==> src/rtl/pmsg_pkg.sv <==
package pmsg_pkg;

  typedef logic [3:0] shape_t;
  typedef logic [3:0] stroke_idx_t;
  typedef logic [3:0] scale_t;
  typedef logic [4:0] code_t;
  typedef logic signed [13:0] value_t;

  typedef struct packed {
    logic              kind;
    logic signed [4:0] mx;
    logic signed [4:0] my;
  } stroke_t;

  localparam logic STROKE_MOVE = 1'b0;
  localparam logic STROKE_DRAW = 1'b1;

  localparam shape_t SHAPE_BOX      = 4'd0;
  localparam shape_t SHAPE_CIRCLE   = 4'd1;
  localparam shape_t SHAPE_UP_TRI   = 4'd2;
  localparam shape_t SHAPE_PLUS     = 4'd3;
  localparam shape_t SHAPE_CROSS    = 4'd4;
  localparam shape_t SHAPE_DIAMOND  = 4'd5;
  localparam shape_t SHAPE_DOWN_TRI = 4'd6;
  localparam shape_t SHAPE_HOURGLASS = 4'd7;
  localparam shape_t SHAPE_STAR     = 4'd8;

  localparam int SHAPE_COUNT   = 9;
  localparam int ALT_CODE_BASE = 10;
  localparam int VAL_MAX       = 8191;
  localparam int VAL_MIN       = -8192;
  localparam scale_t SCALE_RESET = 4'd2;

  function automatic stroke_t mk(logic kind, int x, int y);
    stroke_t s;
    s.kind = kind;
    s.mx   = 5'(x);
    s.my   = 5'(y);
    return s;
  endfunction

  function automatic stroke_idx_t shape_len(shape_t s);
    stroke_idx_t n;
    case (s)
      SHAPE_BOX:       n = 4'd5;
      SHAPE_CIRCLE:    n = 4'd9;
      SHAPE_UP_TRI:    n = 4'd4;
      SHAPE_PLUS:      n = 4'd4;
      SHAPE_CROSS:     n = 4'd4;
      SHAPE_DIAMOND:   n = 4'd5;
      SHAPE_DOWN_TRI:  n = 4'd4;
      SHAPE_HOURGLASS: n = 4'd5;
      SHAPE_STAR:      n = 4'd8;
      default:         n = 4'd1;
    endcase
    return n;
  endfunction

  // Stroke table: kind and offsets in units of the marker scale.
  function automatic stroke_t stroke_at(shape_t s, stroke_idx_t k);
    stroke_t r;
    r = mk(STROKE_MOVE, 0, 0);
    case (s)
      SHAPE_BOX: begin
        case (k)
          4'd0: r = mk(STROKE_MOVE, -3, 3);
          4'd1: r = mk(STROKE_DRAW, 6, 0);
          4'd2: r = mk(STROKE_DRAW, 0, -6);
          4'd3: r = mk(STROKE_DRAW, -6, 0);
          4'd4: r = mk(STROKE_DRAW, 0, 6);
          default: r = mk(STROKE_MOVE, 0, 0);
        endcase
      end
      SHAPE_CIRCLE: begin
        case (k)
          4'd0: r = mk(STROKE_MOVE, -3, -1);
          4'd1: r = mk(STROKE_DRAW, 0, 2);
          4'd2: r = mk(STROKE_DRAW, 2, 2);
          4'd3: r = mk(STROKE_DRAW, 2, 0);
          4'd4: r = mk(STROKE_DRAW, 2, -2);
          4'd5: r = mk(STROKE_DRAW, 0, -2);
          4'd6: r = mk(STROKE_DRAW, -2, -2);
          4'd7: r = mk(STROKE_DRAW, -2, 0);
          4'd8: r = mk(STROKE_DRAW, -2, 2);
          default: r = mk(STROKE_MOVE, 0, 0);
        endcase
      end
      SHAPE_UP_TRI: begin
        case (k)
          4'd0: r = mk(STROKE_MOVE, -4, -2);
          4'd1: r = mk(STROKE_DRAW, 4, 6);
          4'd2: r = mk(STROKE_DRAW, 4, -6);
          4'd3: r = mk(STROKE_DRAW, -8, 0);
          default: r = mk(STROKE_MOVE, 0, 0);
        endcase
      end
      SHAPE_PLUS: begin
        case (k)
          4'd0: r = mk(STROKE_MOVE, 0, 2);
          4'd1: r = mk(STROKE_DRAW, 0, -4);
          4'd2: r = mk(STROKE_MOVE, -3, 0);
          4'd3: r = mk(STROKE_DRAW, 6, 0);
          default: r = mk(STROKE_MOVE, 0, 0);
        endcase
      end
      SHAPE_CROSS: begin
        case (k)
          4'd0: r = mk(STROKE_MOVE, -3, -3);
          4'd1: r = mk(STROKE_DRAW, 6, 6);
          4'd2: r = mk(STROKE_MOVE, -3, 3);
          4'd3: r = mk(STROKE_DRAW, 6, -6);
          default: r = mk(STROKE_MOVE, 0, 0);
        endcase
      end
      SHAPE_DIAMOND: begin
        case (k)
          4'd0: r = mk(STROKE_MOVE, 0, 4);
          4'd1: r = mk(STROKE_DRAW, 4, -4);
          4'd2: r = mk(STROKE_DRAW, -4, -4);
          4'd3: r = mk(STROKE_DRAW, -4, 4);
          4'd4: r = mk(STROKE_DRAW, 4, 4);
          default: r = mk(STROKE_MOVE, 0, 0);
        endcase
      end
      SHAPE_DOWN_TRI: begin
        case (k)
          4'd0: r = mk(STROKE_MOVE, -4, 2);
          4'd1: r = mk(STROKE_DRAW, 8, 0);
          4'd2: r = mk(STROKE_DRAW, -4, -6);
          4'd3: r = mk(STROKE_DRAW, -4, 6);
          default: r = mk(STROKE_MOVE, 0, 0);
        endcase
      end
      SHAPE_HOURGLASS: begin
        case (k)
          4'd0: r = mk(STROKE_MOVE, -3, -3);
          4'd1: r = mk(STROKE_DRAW, 6, 6);
          4'd2: r = mk(STROKE_DRAW, -6, 0);
          4'd3: r = mk(STROKE_DRAW, 6, -6);
          4'd4: r = mk(STROKE_DRAW, -6, 0);
          default: r = mk(STROKE_MOVE, 0, 0);
        endcase
      end
      SHAPE_STAR: begin
        case (k)
          4'd0: r = mk(STROKE_MOVE, -4, 0);
          4'd1: r = mk(STROKE_DRAW, 8, 0);
          4'd2: r = mk(STROKE_MOVE, -3, 3);
          4'd3: r = mk(STROKE_DRAW, 6, -6);
          4'd4: r = mk(STROKE_MOVE, 0, 4);
          4'd5: r = mk(STROKE_DRAW, 0, -8);
          4'd6: r = mk(STROKE_MOVE, -3, -3);
          4'd7: r = mk(STROKE_DRAW, 6, 6);
          default: r = mk(STROKE_MOVE, 0, 0);
        endcase
      end
      default: r = mk(STROKE_MOVE, 0, 0);
    endcase
    return r;
  endfunction

endpackage

==> src/rtl/pmsg_if.sv <==
interface pmsg_in_if #(
  parameter int COORD_BITS = 12
) ();
  logic                  valid;
  logic                  ready;
  logic [COORD_BITS-1:0] x_pos;
  logic [COORD_BITS-1:0] y_pos;
  logic [4:0]            marker_code;

  modport source (output valid, output x_pos, output y_pos, output marker_code, input ready);
  modport sink   (input valid, input x_pos, input y_pos, input marker_code, output ready);
endinterface

interface pmsg_out_if ();
  logic               valid;
  logic               ready;
  logic               stroke_kind;
  logic signed [13:0] x_value;
  logic signed [13:0] y_value;
  logic               last;

  modport source (output valid, output stroke_kind, output x_value, output y_value,
                  output last, input ready);
  modport sink   (input valid, input stroke_kind, input x_value, input y_value,
                  input last, output ready);
endinterface

==> src/rtl/pmsg_front.sv <==
module pmsg_front #(
  parameter int COORD_BITS = 12
) (
  input  logic                  clk,
  input  logic                  rst_n,
  pmsg_in_if.sink               in_ch,
  output logic                  q_valid,
  input  logic                  q_pop,
  output logic [COORD_BITS-1:0] q_x,
  output logic [COORD_BITS-1:0] q_y,
  output pmsg_pkg::shape_t      q_shape
);
  import pmsg_pkg::*;

  // Two-entry queue between classification and stroke sequencing.
  logic [COORD_BITS-1:0] x_r [2];
  logic [COORD_BITS-1:0] y_r [2];
  shape_t                shape_r [2];
  logic                  wr_ptr_r, rd_ptr_r;
  logic [1:0]            count_r;

  code_t  shape_raw;
  logic   draws;
  logic   push;
  logic   pop;

  always_comb begin
    shape_raw = (in_ch.marker_code >= 5'(ALT_CODE_BASE))
                ? in_ch.marker_code - 5'(ALT_CODE_BASE) : in_ch.marker_code;
    draws     = (shape_raw < 5'(SHAPE_COUNT));
    // Codes without a shape are accepted and dropped here.
    push      = in_ch.valid && in_ch.ready && draws;
    pop       = q_pop && (count_r != 2'd0);
  end

  assign in_ch.ready = (count_r != 2'd2);
  assign q_valid     = (count_r != 2'd0);
  assign q_x         = x_r[rd_ptr_r];
  assign q_y         = y_r[rd_ptr_r];
  assign q_shape     = shape_r[rd_ptr_r];

  always_ff @(posedge clk) begin
    if (!rst_n) begin
      wr_ptr_r <= 1'b0;
      rd_ptr_r <= 1'b0;
      count_r  <= 2'd0;
    end else begin
      if (push) wr_ptr_r <= ~wr_ptr_r;
      if (pop)  rd_ptr_r <= ~rd_ptr_r;
      count_r <= count_r + {1'b0, push} - {1'b0, pop};
    end
  end

  always_ff @(posedge clk) begin
    if (push) begin
      x_r[wr_ptr_r]     <= in_ch.x_pos;
      y_r[wr_ptr_r]     <= in_ch.y_pos;
      shape_r[wr_ptr_r] <= shape_raw[3:0];
    end
  end

endmodule

==> src/rtl/pmsg_back.sv <==
module pmsg_back #(
  parameter int COORD_BITS = 12
) (
  input  logic                  clk,
  input  logic                  rst_n,
  input  pmsg_pkg::scale_t      scale,
  input  logic                  q_valid,
  output logic                  q_pop,
  input  logic [COORD_BITS-1:0] q_x,
  input  logic [COORD_BITS-1:0] q_y,
  input  pmsg_pkg::shape_t      q_shape,
  pmsg_out_if.source            out_ch
);
  import pmsg_pkg::*;

  // Wide enough for the centre plus an offset and for the saturation limits.
  localparam int SW = (COORD_BITS + 2 > 15) ? COORD_BITS + 2 : 15;
  localparam logic signed [SW-1:0] SAT_HI = SW'(VAL_MAX);
  localparam logic signed [SW-1:0] SAT_LO = SW'(VAL_MIN);

  stroke_idx_t k_r;
  logic        out_valid_r;
  logic        kind_r, last_r;
  value_t      xv_r, yv_r;

  stroke_t            st;
  stroke_idx_t        len;
  logic               is_last;
  logic               advance;
  logic signed [8:0]  unit_w, mx_w, my_w, dx, dy;
  logic signed [SW-1:0] sum_x, sum_y;
  value_t             xv, yv;

  always_comb begin
    advance = !out_valid_r || out_ch.ready;
    st      = stroke_at(q_shape, k_r);
    len     = shape_len(q_shape);
    is_last = (k_r == len - 4'd1);
    q_pop   = advance && q_valid && is_last;

    unit_w = {5'b0, scale};
    mx_w   = {{4{st.mx[4]}}, st.mx};
    my_w   = {{4{st.my[4]}}, st.my};
    dx     = mx_w * unit_w;
    dy     = my_w * unit_w;

    sum_x = $signed({{(SW-COORD_BITS){1'b0}}, q_x}) + {{(SW-9){dx[8]}}, dx};
    sum_y = $signed({{(SW-COORD_BITS){1'b0}}, q_y}) + {{(SW-9){dy[8]}}, dy};

    if (st.kind == STROKE_DRAW) begin
      xv = {{5{dx[8]}}, dx};
      yv = {{5{dy[8]}}, dy};
    end else begin
      if (sum_x > SAT_HI)      xv = SAT_HI[13:0];
      else if (sum_x < SAT_LO) xv = SAT_LO[13:0];
      else                     xv = sum_x[13:0];
      if (sum_y > SAT_HI)      yv = SAT_HI[13:0];
      else if (sum_y < SAT_LO) yv = SAT_LO[13:0];
      else                     yv = sum_y[13:0];
    end
  end

  always_ff @(posedge clk) begin
    if (!rst_n) begin
      out_valid_r <= 1'b0;
      k_r         <= 4'd0;
    end else if (advance) begin
      out_valid_r <= q_valid;
      if (q_valid) k_r <= is_last ? 4'd0 : k_r + 4'd1;
    end
  end

  always_ff @(posedge clk) begin
    if (advance && q_valid) begin
      kind_r <= st.kind;
      xv_r   <= xv;
      yv_r   <= yv;
      last_r <= is_last;
    end
  end

  assign out_ch.valid       = out_valid_r;
  assign out_ch.stroke_kind = kind_r;
  assign out_ch.x_value     = xv_r;
  assign out_ch.y_value     = yv_r;
  assign out_ch.last        = last_r;

endmodule

==> src/rtl/plot_marker_stroke_generator_unit.sv <==
// Channel | Direction | Payload                                   | Handshake
// in_ch   | input     | x_pos, y_pos (COORD_BITS), marker_code (5) | valid/ready
// out_ch  | output    | stroke_kind, x_value, y_value (14 s), last | valid/ready
// cfg     | input     | cfg_wdata = marker_scale (4)               | cfg_we
//
// A marker has four to nine strokes, and the stroke sequencer reads one table
// entry and emits one stroke per cycle while the output is not stalled.
// Codes without a shape are accepted and produce nothing.
// Reset sets marker_scale to 2 and empties the two-entry queue and output stage.
// A stalled output holds its stroke; the front keeps accepting items until
// the queue is full, so input and output stall independently.
module plot_marker_stroke_generator_unit #(
  parameter int COORD_BITS = 12
) (
  input  logic         clk,
  input  logic         rst_n,
  pmsg_in_if.sink      in_ch,
  pmsg_out_if.source   out_ch,
  input  logic         cfg_we,
  input  logic [3:0]   cfg_wdata
);
  import pmsg_pkg::*;

  // The marker scale register. The user must see that it is written only while
  // the block is idle, so the sequencer may read it directly; the block does not enforce it.
  scale_t scale_r;

  always_ff @(posedge clk) begin
    if (!rst_n) begin
      scale_r <= SCALE_RESET;
    end else if (cfg_we) begin
      scale_r <= cfg_wdata;
    end
  end

  // Queue head, shared between the front and the back.
  logic                  q_valid;
  logic                  q_pop;
  logic [COORD_BITS-1:0] q_x;
  logic [COORD_BITS-1:0] q_y;
  shape_t                q_shape;

  // The front classifies the code, folds the alternate codes onto the basic
  // shapes and queues only items that draw something.
  pmsg_front #(.COORD_BITS(COORD_BITS)) u_front (
    .clk     (clk),
    .rst_n   (rst_n),
    .in_ch   (in_ch),
    .q_valid (q_valid),
    .q_pop   (q_pop),
    .q_x     (q_x),
    .q_y     (q_y),
    .q_shape (q_shape)
  );

  // The back walks the stroke table of the head item, scales the offsets,
  // turns moves into saturated absolute points and pops the item with its
  // last stroke, so the next marker follows without a gap.
  pmsg_back #(.COORD_BITS(COORD_BITS)) u_back (
    .clk     (clk),
    .rst_n   (rst_n),
    .scale   (scale_r),
    .q_valid (q_valid),
    .q_pop   (q_pop),
    .q_x     (q_x),
    .q_y     (q_y),
    .q_shape (q_shape),
    .out_ch  (out_ch)
  );

endmodule
==> src/flat_wrapper.sv <==
// flat-port wrapper written by rule: the top's interface ports become plain ports
module plot_marker_stroke_generator_unit_flat import pmsg_pkg::*;
#(
  parameter int COORD_BITS = 12
)
  (clk, rst_n, cfg_we, cfg_wdata, in_ch_valid, in_ch_x_pos, in_ch_y_pos, in_ch_marker_code, in_ch_ready, out_ch_valid, out_ch_stroke_kind, out_ch_x_value, out_ch_y_value, out_ch_last, out_ch_ready);
  pmsg_in_if #(.COORD_BITS(COORD_BITS)) in_ch_i ();
  pmsg_out_if out_ch_i ();
  input  logic clk;
  input  logic rst_n;
  input  logic cfg_we;
  input  logic [3:0] cfg_wdata;
  input wire logic [$bits(in_ch_i.valid)-1:0] in_ch_valid;
  input wire logic [$bits(in_ch_i.x_pos)-1:0] in_ch_x_pos;
  input wire logic [$bits(in_ch_i.y_pos)-1:0] in_ch_y_pos;
  input wire logic [$bits(in_ch_i.marker_code)-1:0] in_ch_marker_code;
  output wire logic [$bits(in_ch_i.ready)-1:0] in_ch_ready;
  output wire logic [$bits(out_ch_i.valid)-1:0] out_ch_valid;
  output wire logic [$bits(out_ch_i.stroke_kind)-1:0] out_ch_stroke_kind;
  output wire logic [$bits(out_ch_i.x_value)-1:0] out_ch_x_value;
  output wire logic [$bits(out_ch_i.y_value)-1:0] out_ch_y_value;
  output wire logic [$bits(out_ch_i.last)-1:0] out_ch_last;
  input wire logic [$bits(out_ch_i.ready)-1:0] out_ch_ready;
  assign in_ch_i.valid = in_ch_valid;
  assign in_ch_i.x_pos = in_ch_x_pos;
  assign in_ch_i.y_pos = in_ch_y_pos;
  assign in_ch_i.marker_code = in_ch_marker_code;
  assign in_ch_ready = in_ch_i.ready;
  assign out_ch_valid = out_ch_i.valid;
  assign out_ch_stroke_kind = out_ch_i.stroke_kind;
  assign out_ch_x_value = out_ch_i.x_value;
  assign out_ch_y_value = out_ch_i.y_value;
  assign out_ch_last = out_ch_i.last;
  assign out_ch_i.ready = out_ch_ready;
  plot_marker_stroke_generator_unit #(.COORD_BITS(COORD_BITS)) u_core (.clk(clk), .rst_n(rst_n), .in_ch(in_ch_i), .out_ch(out_ch_i), .cfg_we(cfg_we), .cfg_wdata(cfg_wdata));
endmodule
==> config.mk <==
export PLATFORM = sky130hd
export DESIGN_NAME = plot_marker_stroke_generator_unit_flat
export DESIGN_NICKNAME = d
export VERILOG_FILES = /design/src/rtl/pmsg_pkg.sv /design/src/rtl/pmsg_if.sv /design/src/rtl/pmsg_front.sv /design/src/rtl/pmsg_back.sv /design/src/rtl/plot_marker_stroke_generator_unit.sv /design/src/flat_wrapper.sv
export SDC_FILE = /design/constraint.sdc
export NUM_CORES = 1
export LEC_CHECK = 0
export BUFFER_PORTS_ARGS = -buffer_cell sky130_fd_sc_hd__buf_2
export CAP_MARGIN = 30
export CORE_MARGIN = 2
export CORE_UTILIZATION = 55
export CTS_CLUSTER_DIAMETER = 40
export DETAILED_ROUTE_END_ITERATION = 8
export PLACE_DENSITY = 0.75
export SYNTH_ARGS = -nofsm -noshare
export SYNTH_HDL_FRONTEND = slang
export SYNTH_SLANG_ARGS = --single-unit
export TNS_END_PERCENT = 1
==> constraint.sdc <==
create_clock -name clk -period 13.6 [get_ports clk]
set_clock_uncertainty 0.2 [all_clocks]
set_input_delay 4.08 -clock clk [delete_from_list [all_inputs] [get_ports clk]]
set_output_delay 4.08 -clock clk [all_outputs]
set_load 0.02 [all_outputs]
==> impl_metrics.csv <==
group,metric,value,unit
finish,nFillCells,1169,
die,chipWidth,126.2,um
place,place_inst,1027,
setup_path,crit_path_max_fanout,40,
synth,netlist_area,8209,um2
routing,drtAntennaViolNets,0,
finish,drive_above_1_share,0.1897,
timing,hold_slack,334.3,ps
timing,fin_setup_tns,0,ps
power,power_density,284.0,nW/um2
cts,cts.path.max_buffers,2,
setup_path,cp-end-kind,"register",
cts,tritoncts,"built",
synth,syn_inst,795,
synth,synth_cell_types,79,
setup_path,arrival,8420,ps
cts,clock_sinks,115,
timing,layout_min_cycle_time,8445,ps
outcome,status,"finished clean",
die,core,14530,um2
min_path,min_delay_path_depth,1,
min_path,hold_path_startpoint,"u_core.u_front.count_r[0]",
routing,drc,0,
timing,slew_headroom,0.3332,
synth,ys_warn_count,0,
synth,synth_commonest_cells,"edfxtp_1, inv_1, ha_1, nand2_1, a21oi_1",
grt,grt_first_pass_wirelength,30810,um
grt,antenna_found_initial,0,
run,cap_violations,0,
cts,clk_pin_slew_worst_paths,60,ps
cts,h-tree-depth,4,
timing,finalSetupViolCount,0,
setup_path,cp.required,13580,ps
synth,synth-seq-cells,115,
timing,finalMaxSlewViolations,0,
grt,grt-ovfl-total,0,
place,place.gp.congestion,0.9053,
grt,grt_pass1_vias,6227,
synth,synthTopCellsByArea,"edfxtp_1, ha_1, dfxtp_1",
setup_path,cp-start-kind,"register",
routing,wl,18720,um
place,place.port_buffers,69,
synth,synth_edf_count,86,
synth,syn_area_per_cell,10.33,um2
cts,worstSkewPairLatency,420,ps
finish,layoutNonFillerInstCount,1059,
grt,track_usage,0.2447,
finish,syn_to_final_growth,12.94,%
timing,hold_viol,0,
synth,async_flop_share,0,
routing,drt-initial-drc-count,543,
die,ioPinCount,70,
die,dieArea,15920,um2
synth,postSynthNetCount,923,
synth,synth_top_cell_area_share,0.3146,
power,swShare,0.4463,
power,p_seq_frac,0.227,
routing,vias,6206,
setup_path,r2r-end,"u_core.u_back.out_ch.y_value[11]",
die,start_util,0.5648,
die,die_h,126.2,um
synth,synth.most_common_cell,"edfxtp_1",
min_path,hold_class,"register to register",
setup_path,r2r_slack,5150,ps
power,intPower,1.458,mW
cts,cts_hold_buffers,0,
cts,cts_resized,0,
routing,drtPass1Iterations,5,
power,power_leakage,3.929,nW
power,p_sw,1.175,mW
setup_path,path_class,"register to register",
timing,tightest_slew,992.6,ps
cts,cts_buffers,17,
synth,ys_seq_area_frac,0.3853,
cts,post_cts_buffers,0,
grt,grt_max_degree,46,
place,hpwl,14060,um
setup_path,reg2reg_depth,23,
timing,final.period_utilization,0.6210,
min_path,hold-path-endpoint,"u_core.u_back.out_ch.valid",
power,p_clk_frac,0.164,
finish,fin_nets,990,
finish,n_antenna_cell,0,
routing,viasPerCell,5.860,
timing,max_freq,118.4,MHz
die,row_count,44,
power,vdd_drop_max,0.0001419,V
power,comb_power_share,0.608,
routing,wl_per_cell,17.68,um
timing,grt_setup_unrepaired,"no",
synth,yosys.area.top_type,"edfxtp_1",
synth,ys.flop_type,"edfxtp_1",
cts,root_buffer,"clkbuf_16",
## cell families after synthesis
| group | synth area share |
|---|---|
| simple gates | 0.1332 |
| compound gates | 0.1637 |
| flops | 0.3853 |
| buf+inv | 0.04892 |
| fa+ha+maj | 0.1564 |
| xor+xnor | 0.05335 |
| mux | 0.05914 |
## power by group through the flow
stage / registers (mW) / logic, mW / clock network, mW
finish: 0.599 / 1.60 / 0.433
global route: 0.608 / 1.79 / 0.454
CTS: 0.600 / 1.59 / 0.439
detailed placement: 0.607 / 1.58 / 0
global placement: 0.604 / 1.53 / 0
floorplan: 0.648 / 1.18 / 0
## placed cells by master (no fill, tap or decap), types with 18 or more instances in the layout
cell type	instances
edfxtp_1	86
buf_2	69
mux2_2	31
nor2_1	37
a21oi_1	53
inv_1	71
o21ai_0	45
nand3_1	21
ha_1	69
xor2_1	18
fa_1	21
and2_1	31
xnor2_1	21
nand2_1	58
dfxtp_1	28
## routing by layer
metal  up-vias  global-route usage  wire (um)  share of wire
li1       3003                   -          -              -
met5         -                   0          0              0
met1      2996              0.3229       8508           0.45
met3        26             0.05225        958          0.051
met2       181              0.4070       8910           0.48
met4         0             0.07498        342          0.018
## area by class of cell
cell class	count	area (um2)	share of cell area
Multi-Input combinational cell	582	4647	0.5012
Sequential cell	115	3164	0.3413
Clock buffer	17	425.4	0.04588
Timing Repair Buffer	73	375.4	0.04049
Inverter	73	276.5	0.02982
Tap cell	184	230.2	0.02483
Clock inverter	15	152.6	0.01646
## critical path, cell delays in order (launching register included)
cell	delay (ps)
dfxtp_2	940
mux2i_1	770
nand2_1	150
nor3_1	800
a22oi_1	240
nand3_1	190
and2_1	150
ha_1	230
inv_1	80
fa_1	440
fa_1	520
inv_1	40
ha_1	360
a211oi_1	260
o21bai_1	100
a21oi_1	180
xnor2_1	190
xor2_1	810
ha_1	400
a21oi_1	320
o21ba_1	180
a31oi_1	110
or3_1	310
a31o_1	210
## how the worst max path moves through the flow
stage / end / cells after the start
3_5_place_dp: u_core.u_back.out_ch.y_value[11] / 23
5_1_grt: u_core.u_back.out_ch.y_value[11] / 23
4_1_cts: u_core.u_back.out_ch.y_value[11] / 23
6_report: u_core.u_back.out_ch.y_value[11] / 23
3_3_place_gp: u_core.u_back.out_ch.y_value[11] / 24
2_1_floorplan: u_core.u_front.shape_r[0][0] / 10
## stage by stage
step                total power [mW]  utilization  area (um2)  setup WS [ps]
floorplan                      1.833            -        8209           6437
global placement               2.134       0.5981        8693           5448
detailed placement             2.186       0.5981        8693           5196
CTS                            2.630       0.6379        9271           5210
global route                   2.851       0.6379        9271           4634
finish                         2.633       0.6379        9271           5155
No activity file was read; power rests on OpenSTA's default activity.
